`src/hw/rtl/cacs_pkg.sv`:
```
// Package: shared types, constants and the phase step function of the cell update
`timescale 1ns / 1ps

package cacs_pkg;

	localparam int TIME_BITS  = 32;
	localparam int PERIOD_W   = 32;
	localparam int SIM_W      = 40;
	localparam int CFG_W      = 40;
	localparam int CFG_IDX_W  = 3;
	localparam int DIV_BITS   = 2;
	localparam int DIV_CYCLES = SIM_W / DIV_BITS;
	localparam int DIV_CNT_W  = $clog2(DIV_CYCLES);

	localparam logic [CFG_IDX_W-1:0] CFG_FORCE_ONE   = 3'd0;
	localparam logic [CFG_IDX_W-1:0] CFG_FORCE_TWO   = 3'd1;
	localparam logic [CFG_IDX_W-1:0] CFG_FORCE_THREE = 3'd2;
	localparam logic [CFG_IDX_W-1:0] CFG_FORCE_FOUR  = 3'd3;
	localparam logic [CFG_IDX_W-1:0] CFG_STIM_START  = 3'd4;
	localparam logic [CFG_IDX_W-1:0] CFG_STIM_PERIOD = 3'd5;
	localparam logic [CFG_IDX_W-1:0] CFG_TIME_STEP   = 3'd6;

	localparam logic ACT_NEIGHBOUR = 1'b0;
	localparam logic ACT_CELL      = 1'b1;

	localparam logic [1:0] COND_DEAD = 2'd1;
	localparam logic [1:0] COND_PACE = 2'd2;

	localparam logic [2:0] PH_0 = 3'd0;
	localparam logic [2:0] PH_1 = 3'd1;
	localparam logic [2:0] PH_2 = 3'd2;
	localparam logic [2:0] PH_4 = 3'd4;

	localparam logic [1:0] COUNT_ONE = 2'd1;
	localparam logic [1:0] COUNT_MAX = 2'd2;

	typedef logic [TIME_BITS-1:0] time_t;
	typedef logic [3:0][TIME_BITS-1:0] time_quad_t;

	typedef struct packed {
		time_quad_t           force_time;
		logic [SIM_W-1:0]     stim_start;
		logic [PERIOD_W-1:0]  stim_period;
		time_t                time_step;
	} cfg_t;

	typedef struct packed {
		logic [1:0]       cond;
		logic [2:0]       v_phase;
		logic [2:0]       f_phase;
		time_t            t;
		time_quad_t       ap_time;
		logic [SIM_W-1:0] sim_time;
		logic [1:0]       count;
	} cell_item_t;

	typedef enum logic [1:0] {
		BK_IDLE,
		BK_DIV,
		BK_OUT
	} back_state_t;

	function automatic logic [2:0] step_phase(input logic [2:0] ph, input time_t t,
			input time_quad_t ends);
		logic [1:0] idx;
		logic [2:0] res;
		idx = ph[1:0] - 2'd1;
		res = ph;
		if (ph != PH_0 && ph <= PH_4) begin
			if (t >= ends[idx]) begin
				res = (ph == PH_4) ? PH_0 : ph + 3'd1;
			end
		end
		return res;
	endfunction

endpackage

```
`src/hw/rtl/cacs_front.sv`:
```
// Front end: accepts items, counts stimulating neighbours, forwards cell items
`timescale 1ns / 1ps

module cacs_front (
	input  logic                  clk,
	input  logic                  arst_n,
	input  logic                  in_valid,
	output logic                  in_ready,
	input  logic                  action,
	input  logic [1:0]            cell_cond,
	input  logic [2:0]            v_phase,
	input  logic [2:0]            f_phase,
	input  cacs_pkg::time_t       phase_time,
	input  cacs_pkg::time_t       prop_time,
	input  cacs_pkg::time_t       ap_time_one,
	input  cacs_pkg::time_t       ap_time_two,
	input  cacs_pkg::time_t       ap_time_three,
	input  cacs_pkg::time_t       ap_time_four,
	input  logic [cacs_pkg::SIM_W-1:0] sim_time,
	input  logic                  q_full,
	output logic                  q_push,
	output cacs_pkg::cell_item_t  q_item
);

	logic [1:0] count_q;
	logic       accept;
	logic       stimulates;

	assign in_ready   = !q_full;
	assign accept     = in_valid && in_ready;
	assign stimulates = (v_phase == cacs_pkg::PH_1 || v_phase == cacs_pkg::PH_2)
		&& (phase_time >= prop_time) && (count_q < cacs_pkg::COUNT_MAX);
	assign q_push     = accept && (action == cacs_pkg::ACT_CELL);

	always_comb begin
		q_item.cond     = cell_cond;
		q_item.v_phase  = v_phase;
		q_item.f_phase  = f_phase;
		q_item.t        = phase_time;
		q_item.ap_time  = {ap_time_four, ap_time_three, ap_time_two, ap_time_one};
		q_item.sim_time = sim_time;
		q_item.count    = count_q;
	end

	always_ff @(posedge clk or negedge arst_n) begin
		if (!arst_n) begin
			count_q <= '0;
		end else if (accept) begin
			if (action == cacs_pkg::ACT_CELL) begin
				count_q <= '0;
			end else if (stimulates) begin
				count_q <= count_q + 2'd1;
			end
		end
	end

endmodule

```
`src/hw/rtl/cacs_queue.sv`:
```
// Two-entry queue of cell items between front and back end
`timescale 1ns / 1ps

module cacs_queue (
	input  logic                 clk,
	input  logic                 arst_n,
	input  logic                 push,
	input  cacs_pkg::cell_item_t push_item,
	input  logic                 pop,
	output logic                 full,
	output logic                 valid,
	output cacs_pkg::cell_item_t head
);

	cacs_pkg::cell_item_t mem_q [2];
	logic       wr_ptr_q;
	logic       rd_ptr_q;
	logic [1:0] fill_q;

	assign full  = (fill_q == 2'd2);
	assign valid = (fill_q != 2'd0);
	assign head  = mem_q[rd_ptr_q];

	always_ff @(posedge clk) begin
		if (push) begin
			mem_q[wr_ptr_q] <= push_item;
		end
	end

	always_ff @(posedge clk or negedge arst_n) begin
		if (!arst_n) begin
			wr_ptr_q <= 1'b0;
			rd_ptr_q <= 1'b0;
			fill_q   <= '0;
		end else begin
			if (push) begin
				wr_ptr_q <= !wr_ptr_q;
			end
			if (pop) begin
				rd_ptr_q <= !rd_ptr_q;
			end
			if (push && !pop) begin
				fill_q <= fill_q + 2'd1;
			end else if (pop && !push) begin
				fill_q <= fill_q - 2'd1;
			end
		end
	end

endmodule

```
`src/hw/rtl/cacs_back.sv`:
```
// Back end: pacemaker remainder unit, cell state update and result register
`timescale 1ns / 1ps

module cacs_back (
	input  logic                 clk,
	input  logic                 arst_n,
	input  cacs_pkg::cfg_t       cfg,
	input  logic                 q_valid,
	input  cacs_pkg::cell_item_t q_head,
	output logic                 q_pop,
	output logic                 out_valid,
	input  logic                 out_ready,
	output logic [2:0]           new_v_phase,
	output logic [2:0]           new_f_phase,
	output cacs_pkg::time_t      new_cell_time,
	output logic                 activated,
	output logic [1:0]           stim_count
);

	cacs_pkg::back_state_t state_q, state_d;
	cacs_pkg::cell_item_t  item_q;
	logic                  due_q;
	logic [cacs_pkg::SIM_W-1:0]    dvd_q, dvd_d;
	logic [cacs_pkg::PERIOD_W-1:0] rem_q, rem_d;
	logic [cacs_pkg::DIV_CNT_W-1:0] cnt_q;
	logic                  out_valid_q;
	logic [2:0]            nv_q, nf_q;
	cacs_pkg::time_t       nt_q;
	logic                  act_q;
	logic [1:0]            count_out_q;

	logic                  out_write;
	logic                  load;
	logic                  head_pace;
	logic                  head_started;
	logic                  period_zero;
	logic                  need_div;
	logic                  div_last;
	logic [cacs_pkg::PERIOD_W:0] trial;

	logic [2:0]            nv, nf;
	cacs_pkg::time_t       nt;
	logic                  act;
	logic                  go;
	logic [cacs_pkg::TIME_BITS:0] sum;

	assign out_write    = (state_q == cacs_pkg::BK_OUT) && (!out_valid_q || out_ready);
	assign load         = q_valid && ((state_q == cacs_pkg::BK_IDLE) || out_write);
	assign q_pop        = load;
	assign head_pace    = (q_head.cond == cacs_pkg::COND_PACE);
	assign head_started = (q_head.sim_time >= cfg.stim_start);
	assign period_zero  = (cfg.stim_period == '0);
	assign need_div     = head_pace && head_started && !period_zero;
	assign div_last     = (cnt_q == cacs_pkg::DIV_CNT_W'(cacs_pkg::DIV_CYCLES - 1));

	always_comb begin
		rem_d = rem_q;
		dvd_d = dvd_q;
		trial = '0;
		for (int k = 0; k < cacs_pkg::DIV_BITS; k++) begin
			trial = {rem_d, dvd_d[cacs_pkg::SIM_W-1]};
			if (trial >= {1'b0, cfg.stim_period}) begin
				trial = trial - {1'b0, cfg.stim_period};
			end
			rem_d = trial[cacs_pkg::PERIOD_W-1:0];
			dvd_d = {dvd_d[cacs_pkg::SIM_W-2:0], 1'b0};
		end
	end

	always_comb begin
		state_d = state_q;
		unique case (state_q)
			cacs_pkg::BK_IDLE: begin
				if (load) begin
					state_d = need_div ? cacs_pkg::BK_DIV : cacs_pkg::BK_OUT;
				end
			end
			cacs_pkg::BK_DIV: begin
				if (div_last) begin
					state_d = cacs_pkg::BK_OUT;
				end
			end
			cacs_pkg::BK_OUT: begin
				if (load) begin
					state_d = need_div ? cacs_pkg::BK_DIV : cacs_pkg::BK_OUT;
				end else if (out_write) begin
					state_d = cacs_pkg::BK_IDLE;
				end
			end
			default: state_d = cacs_pkg::BK_IDLE;
		endcase
	end

	always_ff @(posedge clk or negedge arst_n) begin
		if (!arst_n) begin
			state_q <= cacs_pkg::BK_IDLE;
		end else begin
			state_q <= state_d;
		end
	end

	always_ff @(posedge clk or negedge arst_n) begin
		if (!arst_n) begin
			cnt_q <= '0;
		end else if (load) begin
			cnt_q <= '0;
		end else if (state_q == cacs_pkg::BK_DIV) begin
			cnt_q <= cnt_q + cacs_pkg::DIV_CNT_W'(1);
		end
	end

	always_ff @(posedge clk) begin
		if (load) begin
			item_q <= q_head;
			due_q  <= head_pace && head_started && period_zero;
			dvd_q  <= q_head.sim_time - cfg.stim_start;
			rem_q  <= '0;
		end else if (state_q == cacs_pkg::BK_DIV) begin
			dvd_q <= dvd_d;
			rem_q <= rem_d;
			if (div_last) begin
				due_q <= (rem_d <= cfg.time_step);
			end
		end
	end

	always_comb begin
		nv  = item_q.v_phase;
		nf  = item_q.f_phase;
		nt  = item_q.t;
		act = 1'b0;
		sum = {1'b0, item_q.t} + {1'b0, cfg.time_step};
		go  = ((item_q.cond == cacs_pkg::COND_PACE) && due_q)
			|| ((item_q.v_phase == cacs_pkg::PH_0) && (item_q.count >= cacs_pkg::COUNT_ONE))
			|| ((item_q.v_phase == cacs_pkg::PH_4) && (item_q.count >= cacs_pkg::COUNT_MAX));
		if (item_q.cond != cacs_pkg::COND_DEAD) begin
			if (go) begin
				act = 1'b1;
				nv  = cacs_pkg::PH_1;
				nf  = cacs_pkg::PH_1;
				nt  = '0;
			end else begin
				if (!(item_q.v_phase == cacs_pkg::PH_0 && item_q.f_phase == cacs_pkg::PH_0)) begin
					nt = sum[cacs_pkg::TIME_BITS] ? '1 : sum[cacs_pkg::TIME_BITS-1:0];
				end
				nv = cacs_pkg::step_phase(item_q.v_phase, item_q.t, item_q.ap_time);
				nf = cacs_pkg::step_phase(item_q.f_phase, item_q.t, cfg.force_time);
				if (item_q.f_phase == cacs_pkg::PH_4 && nf == cacs_pkg::PH_0) begin
					nv = cacs_pkg::PH_0;
					nt = '0;
				end
			end
		end
	end

	always_ff @(posedge clk or negedge arst_n) begin
		if (!arst_n) begin
			out_valid_q <= 1'b0;
		end else if (out_write) begin
			out_valid_q <= 1'b1;
		end else if (out_ready) begin
			out_valid_q <= 1'b0;
		end
	end

	always_ff @(posedge clk) begin
		if (out_write) begin
			nv_q        <= nv;
			nf_q        <= nf;
			nt_q        <= nt;
			act_q       <= act;
			count_out_q <= item_q.count;
		end
	end

	assign out_valid     = out_valid_q;
	assign new_v_phase   = nv_q;
	assign new_f_phase   = nf_q;
	assign new_cell_time = nt_q;
	assign activated     = act_q;
	assign stim_count    = count_out_q;

endmodule

```
`src/hw/rtl/cardiac_automaton_cell_step.sv`:
```
// Top level: cardiac automaton cell update with configuration registers
//
//   channel  | handshake              | carries
//   ---------+------------------------+-----------------------------------------
//   in       | in_valid / in_ready    | neighbour items and cell items
//   out      | out_valid / out_ready  | one result per cell item
//   cfg      | cfg_we                 | register index and data, no read-back
//
// Neighbour items are taken one per cycle while the two-entry cell queue has room.
// A cell item leaves the queue into the back end item register and is then registered at the output.
// A pacemaker cell at or past the stimulus start with a nonzero period first passes
// through the remainder unit, which resolves two dividend bits per cycle.
// Reset clears the neighbour count, queue, back end state and output valid.
// A stalled output holds the back end; the queue then fills and drops in_ready.
`timescale 1ns / 1ps

module cardiac_automaton_cell_step (
	input  logic                      clk,
	input  logic                      arst_n,
	input  logic                      cfg_we,
	input  logic [cacs_pkg::CFG_IDX_W-1:0] cfg_index,
	input  logic [cacs_pkg::CFG_W-1:0]     cfg_data,
	input  logic                      in_valid,
	output logic                      in_ready,
	input  logic                      action,
	input  logic [1:0]                cell_cond,
	input  logic [2:0]                v_phase,
	input  logic [2:0]                f_phase,
	input  cacs_pkg::time_t           phase_time,
	input  cacs_pkg::time_t           prop_time,
	input  cacs_pkg::time_t           ap_time_one,
	input  cacs_pkg::time_t           ap_time_two,
	input  cacs_pkg::time_t           ap_time_three,
	input  cacs_pkg::time_t           ap_time_four,
	input  logic [cacs_pkg::SIM_W-1:0] sim_time,
	output logic                      out_valid,
	input  logic                      out_ready,
	output logic [2:0]                new_v_phase,
	output logic [2:0]                new_f_phase,
	output cacs_pkg::time_t           new_cell_time,
	output logic                      activated,
	output logic [1:0]                stim_count
);

	cacs_pkg::cfg_t       cfg_q;
	logic                 q_full;
	logic                 q_push;
	logic                 q_pop;
	logic                 q_valid;
	cacs_pkg::cell_item_t q_item;
	cacs_pkg::cell_item_t q_head;

	always_ff @(posedge clk or negedge arst_n) begin
		if (!arst_n) begin
			cfg_q.force_time  <= '0;
			cfg_q.stim_start  <= '0;
			cfg_q.stim_period <= cacs_pkg::PERIOD_W'(1);
			cfg_q.time_step   <= '0;
		end else if (cfg_we) begin
			unique case (cfg_index)
				cacs_pkg::CFG_FORCE_ONE:   cfg_q.force_time[0] <= cfg_data[cacs_pkg::TIME_BITS-1:0];
				cacs_pkg::CFG_FORCE_TWO:   cfg_q.force_time[1] <= cfg_data[cacs_pkg::TIME_BITS-1:0];
				cacs_pkg::CFG_FORCE_THREE: cfg_q.force_time[2] <= cfg_data[cacs_pkg::TIME_BITS-1:0];
				cacs_pkg::CFG_FORCE_FOUR:  cfg_q.force_time[3] <= cfg_data[cacs_pkg::TIME_BITS-1:0];
				cacs_pkg::CFG_STIM_START:  cfg_q.stim_start    <= cfg_data[cacs_pkg::SIM_W-1:0];
				cacs_pkg::CFG_STIM_PERIOD: cfg_q.stim_period   <= cfg_data[cacs_pkg::PERIOD_W-1:0];
				cacs_pkg::CFG_TIME_STEP:   cfg_q.time_step     <= cfg_data[cacs_pkg::TIME_BITS-1:0];
				default: ;
			endcase
		end
	end

	cacs_front u_front (
		.clk           (clk),
		.arst_n        (arst_n),
		.in_valid      (in_valid),
		.in_ready      (in_ready),
		.action        (action),
		.cell_cond     (cell_cond),
		.v_phase       (v_phase),
		.f_phase       (f_phase),
		.phase_time    (phase_time),
		.prop_time     (prop_time),
		.ap_time_one   (ap_time_one),
		.ap_time_two   (ap_time_two),
		.ap_time_three (ap_time_three),
		.ap_time_four  (ap_time_four),
		.sim_time      (sim_time),
		.q_full        (q_full),
		.q_push        (q_push),
		.q_item        (q_item)
	);

	cacs_queue u_queue (
		.clk       (clk),
		.arst_n    (arst_n),
		.push      (q_push),
		.push_item (q_item),
		.pop       (q_pop),
		.full      (q_full),
		.valid     (q_valid),
		.head      (q_head)
	);

	cacs_back u_back (
		.clk           (clk),
		.arst_n        (arst_n),
		.cfg           (cfg_q),
		.q_valid       (q_valid),
		.q_head        (q_head),
		.q_pop         (q_pop),
		.out_valid     (out_valid),
		.out_ready     (out_ready),
		.new_v_phase   (new_v_phase),
		.new_f_phase   (new_f_phase),
		.new_cell_time (new_cell_time),
		.activated     (activated),
		.stim_count    (stim_count)
	);

endmodule

```
`config.mk`:
```
export PLATFORM = sky130hd
export DESIGN_NAME = cardiac_automaton_cell_step
export DESIGN_NICKNAME = d
export VERILOG_FILES = /design/src/hw/rtl/cacs_pkg.sv /design/src/hw/rtl/cacs_front.sv /design/src/hw/rtl/cacs_queue.sv /design/src/hw/rtl/cacs_back.sv /design/src/hw/rtl/cardiac_automaton_cell_step.sv
export SDC_FILE = /design/constraint.sdc
export NUM_CORES = 2
export LEC_CHECK = 0
export ABC_AREA = 1
export BUFFER_PORTS_ARGS = -buffer_cell sky130_fd_sc_hd__buf_4
export CAP_MARGIN = 40
export CORE_ASPECT_RATIO = 0.9
export CORE_MARGIN = 10
export CORE_UTILIZATION = 50
export DETAILED_ROUTE_END_ITERATION = 12
export PLACE_DENSITY = 0.75
export SYNTH_ARGS = -nofsm -noshare
export SYNTH_HDL_FRONTEND = slang
export SYNTH_HIERARCHICAL = 1
export SYNTH_SLANG_ARGS = --single-unit
export TNS_END_PERCENT = 50
```
`constraint.sdc`:
```
create_clock -name clk -period 14.55 [get_ports clk]
set_clock_uncertainty 0.2 [all_clocks]
set_input_delay 2.1825 -clock clk [delete_from_list [all_inputs] [get_ports clk]]
set_output_delay 2.1825 -clock clk [all_outputs]
set_load 0.05 [all_outputs]
```
# --- Word level (Yosys, flattened, before mapping) ---
# Memories as Yosys holds them, arrays and structs flattened.
# Cells that the tools add are included.
totals:
  word_cells: 178
  ramBits: 420
  ff_bits: 530
  n_memories: 1
op_classes:
  eq_ne: 20
  muxes: 46
  add_sub_neg: 12
  reduce_logical: 54
  magnitude_cmp: 14
mem_list:
  columns: ["name", "words", "width", "read_ports", "rd_clocked_by_memory_dff", "write_ports", "line_no", "rtl"]
  rows:
  - ["u_queue.mem_q", 2, 210, 1, 0, 1, "cacs_queue.sv:15", "cacs_pkg::cell_item_t mem_q [2];"]
op_table:
  columns: ["op", "count"]
  rows:
  - ["2-to-1 mux 32 bit", 9]
  - ["binary-select mux 32 bit (select 2 bit)", 2]
  - [">= comparator 32 bit", 3]
  - ["2-to-1 mux 40 bit", 2]
  - [">= comparator 33 x 32 -> 1 bit", 2]
  - ["subtractor 32 bit", 2]
  - [">= comparator 40 bit", 1]
  - ["subtractor 40 bit", 1]
  - ["2-to-1 mux 3 bit", 13]
  - ["adder 32 x 32 -> 33 bit", 1]
  - ["less-or-equal comparator 32 bit", 1]
  - ["zero test 32 bit", 1]
  - ["logical AND 1 bit", 18]
  - ["2-to-1 mux 2 bit", 9]
  - ["AND reduction 2 bit", 9]
  - ["equality test 3 bit, second input constant", 5]
  - ["zero test 3 bit", 4]
  - ["nonzero test 2 bit", 6]
  - ["2-to-1 mux 5 bit", 2]
  - ["equality test 3 x 2 -> 1 bit, second input constant", 3]
  - ["equality test 2 bit, second input constant", 4]
  - ["2-to-1 mux 1 bit", 8]
  - ["zero test 1 bit", 7]
  - ["adder 3 x 1 -> 3 bit, second input constant", 2]
  - ["19 further kinds", 31]

# --- Depth between registers and ports, before layout ---
logic_depth:
  depth_word: 13
  depth_mapped: 43
  ltp_nobuf: 40

# --- Cells and area by module ---
# The synthesis kept the hierarchy.
by_module_without_submodules:
  columns: ["module", "area_each_um2", "cells_per_inst", "instances", "seq_area_each_um2"]
  rows:
  - ["cacs_back", 24707.4, 3360, 1, 8408.1]
  - ["cacs_queue", 15429.8, 678, 1, 12712.2]
  - ["cardiac_automaton_cell_step", 8999.9, 1012, 1, 5806.8]
  - ["cacs_front", 2596.2, 367, 1, 50.0]

# --- Least setup slack after synthesis ---
# Ideal clock, no wire load.
synth_path:
  path_kind: "input to register"
  from: "in in_valid"
  to: "mem u_queue/mem_q[0][0] (netlist name) (enable)"
  required_time_ns: 13.567
  stages: 4
  n_path_buf: 0
  arrival_ns: 11.301
  slack_ns: 2.266
  cell_sequence: "nand2_1 -> nor2_1 -> inv_1 -> nor2_1"
synth_via:
  elab_chain_len: 4
synth_rtl:
  columns: ["item", "line_no", "rtl"]
  rows:
  - ["start, declared", "cardiac_automaton_cell_step.sv:23", "input logic in_valid,"]
  - ["logical AND 1 bit", "cacs_front.sv:30", "assign accept = in_valid && in_ready;"]
  - ["logical AND 1 bit", "cacs_front.sv:33", "assign q_push = accept && (action == cacs_pkg::ACT_CELL);"]
  - ["net q_push", "cardiac_automaton_cell_step.sv:47", "logic q_push;"]
  - ["2-to-1 mux 1 bit", "cacs_queue.sv:25", "if (push) begin"]
  - ["2-to-1 mux 1 bit (not written as such)", "cacs_queue.sv:26", "mem_q[wr_ptr_q] <= push_item;"]
  - ["end, declared", "cacs_queue.sv:15", null]
# The timed path passes the listed nets, and every way through them passes these cells.

# --- Final worst setup path ---
layout_path:
  from: "reg cfg_q[54] (netlist name)"
  to: "reg u_back.due_q (data pin)"
layout_via:
  elab_chain_len: 8
  elab_cells_between_ends: 12
  cone_classes: "add/sub: 2; order compare: 3; mux: 5; reduce/logical: 2"
layout_rtl:
  columns: ["item", "line_no", "rtl"]
  rows:
  - ["start, declared", "cardiac_automaton_cell_step.sv:45", "cacs_pkg::cfg_t cfg_q;"]
  - ["subtractor 32 bit / >= comparator 33 x 32 -> 1 bit (equally long branches)", "cacs_back.sv:63, cacs_back.sv:62", null]
  - ["2-to-1 mux 32 bit", "cacs_back.sv:62", "if (trial >= {1'b0, cfg.stim_period}) begin"]
  - ["subtractor 32 bit / >= comparator 33 x 32 -> 1 bit (equally long branches)", "cacs_back.sv:63, cacs_back.sv:62", null]
  - ["2-to-1 mux 32 bit (*)", "cacs_back.sv:62", null]
  - ["net u_back.trial, one bit", "cacs_back.sv:39", "logic [cacs_pkg::PERIOD_W:0] trial;"]
  - ["less-or-equal comparator 32 bit (*)", "cacs_back.sv:122", "due_q <= (rem_d <= cfg.time_step);"]
  - ["2-to-1 mux 1 bit (*)", "cacs_back.sv:121", "if (div_last) begin"]
  - ["2-to-1 mux 1 bit (*)", "cacs_back.sv:118", "end else if (state_q == cacs_pkg::BK_DIV) begin"]
  - ["2-to-1 mux 1 bit (*)", "cacs_back.sv:113", "if (load) begin"]
  - ["end signal, assigned", "cacs_back.sv:115", "due_q <= head_pace && head_started && period_zero;"]
  - ["end signal, assigned", "cacs_back.sv:122", null]
  - ["end, declared", "cacs_back.sv:22", "logic due_q;"]
# The timed path passes the listed nets; every way through them passes the cells marked *. The select of a mux whose other input is x is not followed.
# A chain may end at the register's enable or synchronous reset.

==> run summary <==
Counting every sink on the clock net gives 950. By count the netlist is led by nand2_1, edfxtp_1, inv_1. The clock tree from TritonCTS is done. Global routing consumed, over all layers together, 26.0% of the routing resources. Of the total power, combinational logic draws 54.1%. The biggest cell delay along the critical path is 610 ps. The share of cells above drive strength 1 came out at 15.1%. The worst register-to-register path ends at u_back/due_q.

No sink is reached through more buffers than the 3 on the longest clock path. The buffering stage count on the worst path with inverters included came out at 6. In this run the register-to-register setup slack is 6640 ps.

The final critical delay including setup and external delays is 7910 ps. The count of vias placed by the detailed router is 39200. The number of cells upsized or downsized after cts is 0.

The share of Yosys cell area claimed by the top area cell type is 39.0%. The final layout net count came out at 6090. On the critical path the largest part of the delay comes from simple AND/OR/NAND/NOR gates. Counting stages on the worst path, the most repeated cell is nand2_1. The final weighted congestion of routability-driven global placement came out at 0.983. Once layout is complete, the cells apart from fillers number 6963. The pin count of the biggest net entering global routing came out at 151. The transition time at the pin with the least slew margin came out at 1030 ps. The number of warnings issued by yosys came out at 6. The pre-antenna-repair detailed-routing pass consisted of 6 iterations. Once detailed placement completed, the half-perimeter wirelength came to 116 mm. The critical path start-end classification is flip-flop to flip-flop. Setup repair after global routing left no endpoint under its margin. The clock network latency to the later pin of the worst-skew pair came out at 710 ps.

The sequential area share after synthesis came out at 52.1%. The clock transition time at the flip-flop clock pins of the worst setup and hold paths came out at 60 ps. The detailed router finished its first iteration with 4274 violations. The fraction of synthesis flops using an asynchronous set or reset pin came out at 25.9%.

In this run, placement finished with an instance count of 6780. For met3 alone, demand over resource in global routing was 6.35%. The area occupied by multi-input gates came out at 0.0204 mm². Of all nets on the critical path, the largest fanout is 47. The number of setup buffers added after CTS is 0. The number of buffers added by the clock tree synthesis step came out at 97. The first-pass GRT wire length came out at 236 mm. The layout has 8888 filler cells. The number of nets in the synthesized netlist is 5984. The quantity of hold-fixing buffers added after cts is 0. After detailed routing, the average wire length per cell comes to 22.5 µm.

The largest vdd supply drop is 172 µV. In this run, the clock network consumes 17.3% of the power. The most used flip-flop cell after synthesis is edfxtp_1. The number of enable flip-flop cells after synthesis came out at 672. At the end of the flow the core is filled with cells to 56.3%. In this run the most critical hold path is launched from cfg_q[155]. The number of gates on the worst path with buffers counted is 39. The startpoint identified for the worst register-to-register timing path is cfg_q[54]. The count of mapped cells out of synthesis is 5417. The maximum frequency from static timing analysis came out at 126 MHz.

The routed wire length came out at 156 mm. In this run the power spent charging and discharging nets is 0.00699 W. A synthesized cell averages 9.55 µm². The routing usage on met1 came out at 36.8%. The number of cells on the worst reg-to-reg path is 39. In this run the most used layer during global routing was met2. The top-level port count came out at 332. The max-cap violation count is 0. The setup total negative slack came out at 0 ps. The flip-flop and latch area came out at 0.0270 mm².

The H-tree was split into 3 levels. STA classifies the critical path startpoint as a flip-flop. The master of the slowest instance on the critical path is nand4_2.

The number of unique standard cell types used by synthesis is 57. CTS placed an instance of clkbuf_16 at the clock tree root. The floorplan step defined a die boundary enclosing 0.117 mm². The share of the cycle needed by the critical path after routing is 54.3%. The required time reported for the critical path endpoint is 14780 ps. The power per cell area is 264 mW/mm².

The number of synthesized register bits is 950. The x dimension of the die came out at 359 µm. The worst hold-check slack is 272 ps. The number of stages on the worst hold path came out at 2. The part of the total power dissipated in sequential elements came out at 28.5%. The arrival time of the worst setup path came out at 8140 ps. The die is 325 µm tall. The met2 global-route usage came out at 39.2%. The effective utilization at floorplan came out at 50.6%. The count of endpoints failing hold in the final timing report was 0. The number of nets with antenna violations after routing came out at 0. In this run switching power makes up 46.0% of total power. The tightest min-delay check is of the flip-flop to flip-flop type. In the post-synthesis netlist, the biggest area contributors are edfxtp_1, dfrtp_1, nand2_1, ha_1, mux2_2. The signed area change from the synthesized netlist to the final layout came out at 11.2%. The number of placement rows came out at 111. Summed over all cells, the static leakage comes to 25.5 nW. The number of input and output port buffers inserted came out at 331. The count of pins over their slew limit is 0. The initial antenna violation count came out at 5. Cell internal power was estimated by the tool at 0.00820 W.

After synthesis the cells add up to 0.0517 mm². In this run the tightest slew margin relative to its limit is 31.7%. The core region is 0.102 mm². The final count of negative-setup-slack endpoints is 0. The biggest area contributor in the post-synthesis netlist is edfxtp_1. In the routed layout, each cell is associated on average with a via count of 5.63. The residual DRC count came out at 0. For hold timing, the worst endpoint is cfg_q[155]. The number of global-route vias before repair was 38300. The overflow left after global routing came out at 0. By instance count, the leading cell after synthesis is nand2_1. STA classifies the critical path endpoint as a flip-flop. The run finished with clean final reports.
-- cell type report --
cell class	count	area share (%)
sequential	950	46.9
clock inverter	53	1.15
tap	1356	2.95
timing repair buffer	381	5.44
clock buffer	127	4.73
inverter	498	3.30
multi-input combinational	3595	35.5
antenna	3	0.0130
-- worst max-delay path by stage --
stage | startpoint | endpoint | slack (ps)
2_1_floorplan | in_valid | u_queue/mem_q[0][0] | 2270
3_3_place_gp | cfg_q[36] | u_back/due_q | 6600
3_5_place_dp | cfg_q[54] | u_back/due_q | 6800
4_1_cts | cfg_q[54] | u_back/due_q | 6740
5_1_grt | cfg_q[55] | u_back/due_q | 6090
6_report | cfg_q[54] | u_back/due_q | 6640
-- tightest hold or removal path: cells and delay by family (launching register included) --
| kind | cells | cell delay (ps) |
|---|---|---|
| and+or+nand+nor | 2 | 90 |
| DFF | 1 | 340 |
-- registers in the layout (all words and copies together), names as in the netlist --
name	flops
u_queue/mem_q	420
cfg_q	232
u_back/item_q	170
u_back/dvd_q	40
u_back/new_cell_time	32
u_back/rem_q	32
u_back/cnt_q	5
u_back/new_f_phase	3
u_back/new_v_phase	3
u_back/state_q	2
u_back/stim_count	2
u_front/count_q	2
u_queue/fill_q	2
u_back/activated	1
u_back/due_q	1
u_back/out_valid	1
u_queue/rd_ptr_q	1
u_queue/wr_ptr_q	1
-- through the flow --
step | setup WS, ps | power, W | instance area (µm²)
4_1_cts | 6740 | 0.0151 | 57500
2_1_floorplan | 2270 | 0.00999 | 51700
5_1_grt | 6090 | 0.0162 | 57500
6_report | 6640 | 0.0152 | 57500
3_5_place_dp | 6800 | 0.0124 | 54200
3_3_place_gp | 6600 | 0.0122 | 53800
-- kinds of logic (layout without fill, tap and decap cells) --
group / after synthesis / count (layout) / synth area share [%]
simple gates: 2371 / 2371 / 19.1
flops: 950 / 950 / 52.1
buf+inv: 872 / 1059 / 8.45
compound gates: 660 / 660 / 7.63
fa+ha+maj: 278 / 278 / 6.78
mux: 210 / 210 / 4.57
xor+xnor: 76 / 76 / 1.29
other cells: 0 / 3 / 0
-- power by group through the flow --
stage               combinational (W)  clock [W]  sequential, W
floorplan                     0.00549          0        0.00450
global placement              0.00787          0        0.00436
detailed placement            0.00802          0        0.00438
CTS                           0.00808    0.00267        0.00434
global route                  0.00906    0.00278        0.00440
finish                        0.00823    0.00263        0.00434
-- metal layers --
metal,part of all wire [%],up-vias
li1,-,18400
met1,44,18800
met2,44,1748
met3,9.5,222
met4,2.8,6
met5,0.029,-
-- cells in the final DEF, fill, tap and decap left out, types with 15 or more instances in the layout --
cell	count
nand2_1	1557
edfxtp_1	672
inv_1	483
buf_4	364
nand3_1	334
a21oi_1	276
ha_1	274
nor2_1	263
dfrtp_1	244
mux2_2	210
o21ai_0	160
clkbuf_16	99
a32o_1	62
nand4_1	57
xnor2_1	49
a31oi_1	38
dfxtp_1	32
nor3_1	28
and2_1	28
xor2_1	27
o21bai_1	23
or2_2	23
a21o_1	21
nand2_2	20
clkinv_2	20
nor4_1	17
o21a_1	16
o21ai_1	15
Power figures use the tool's default switching activity.
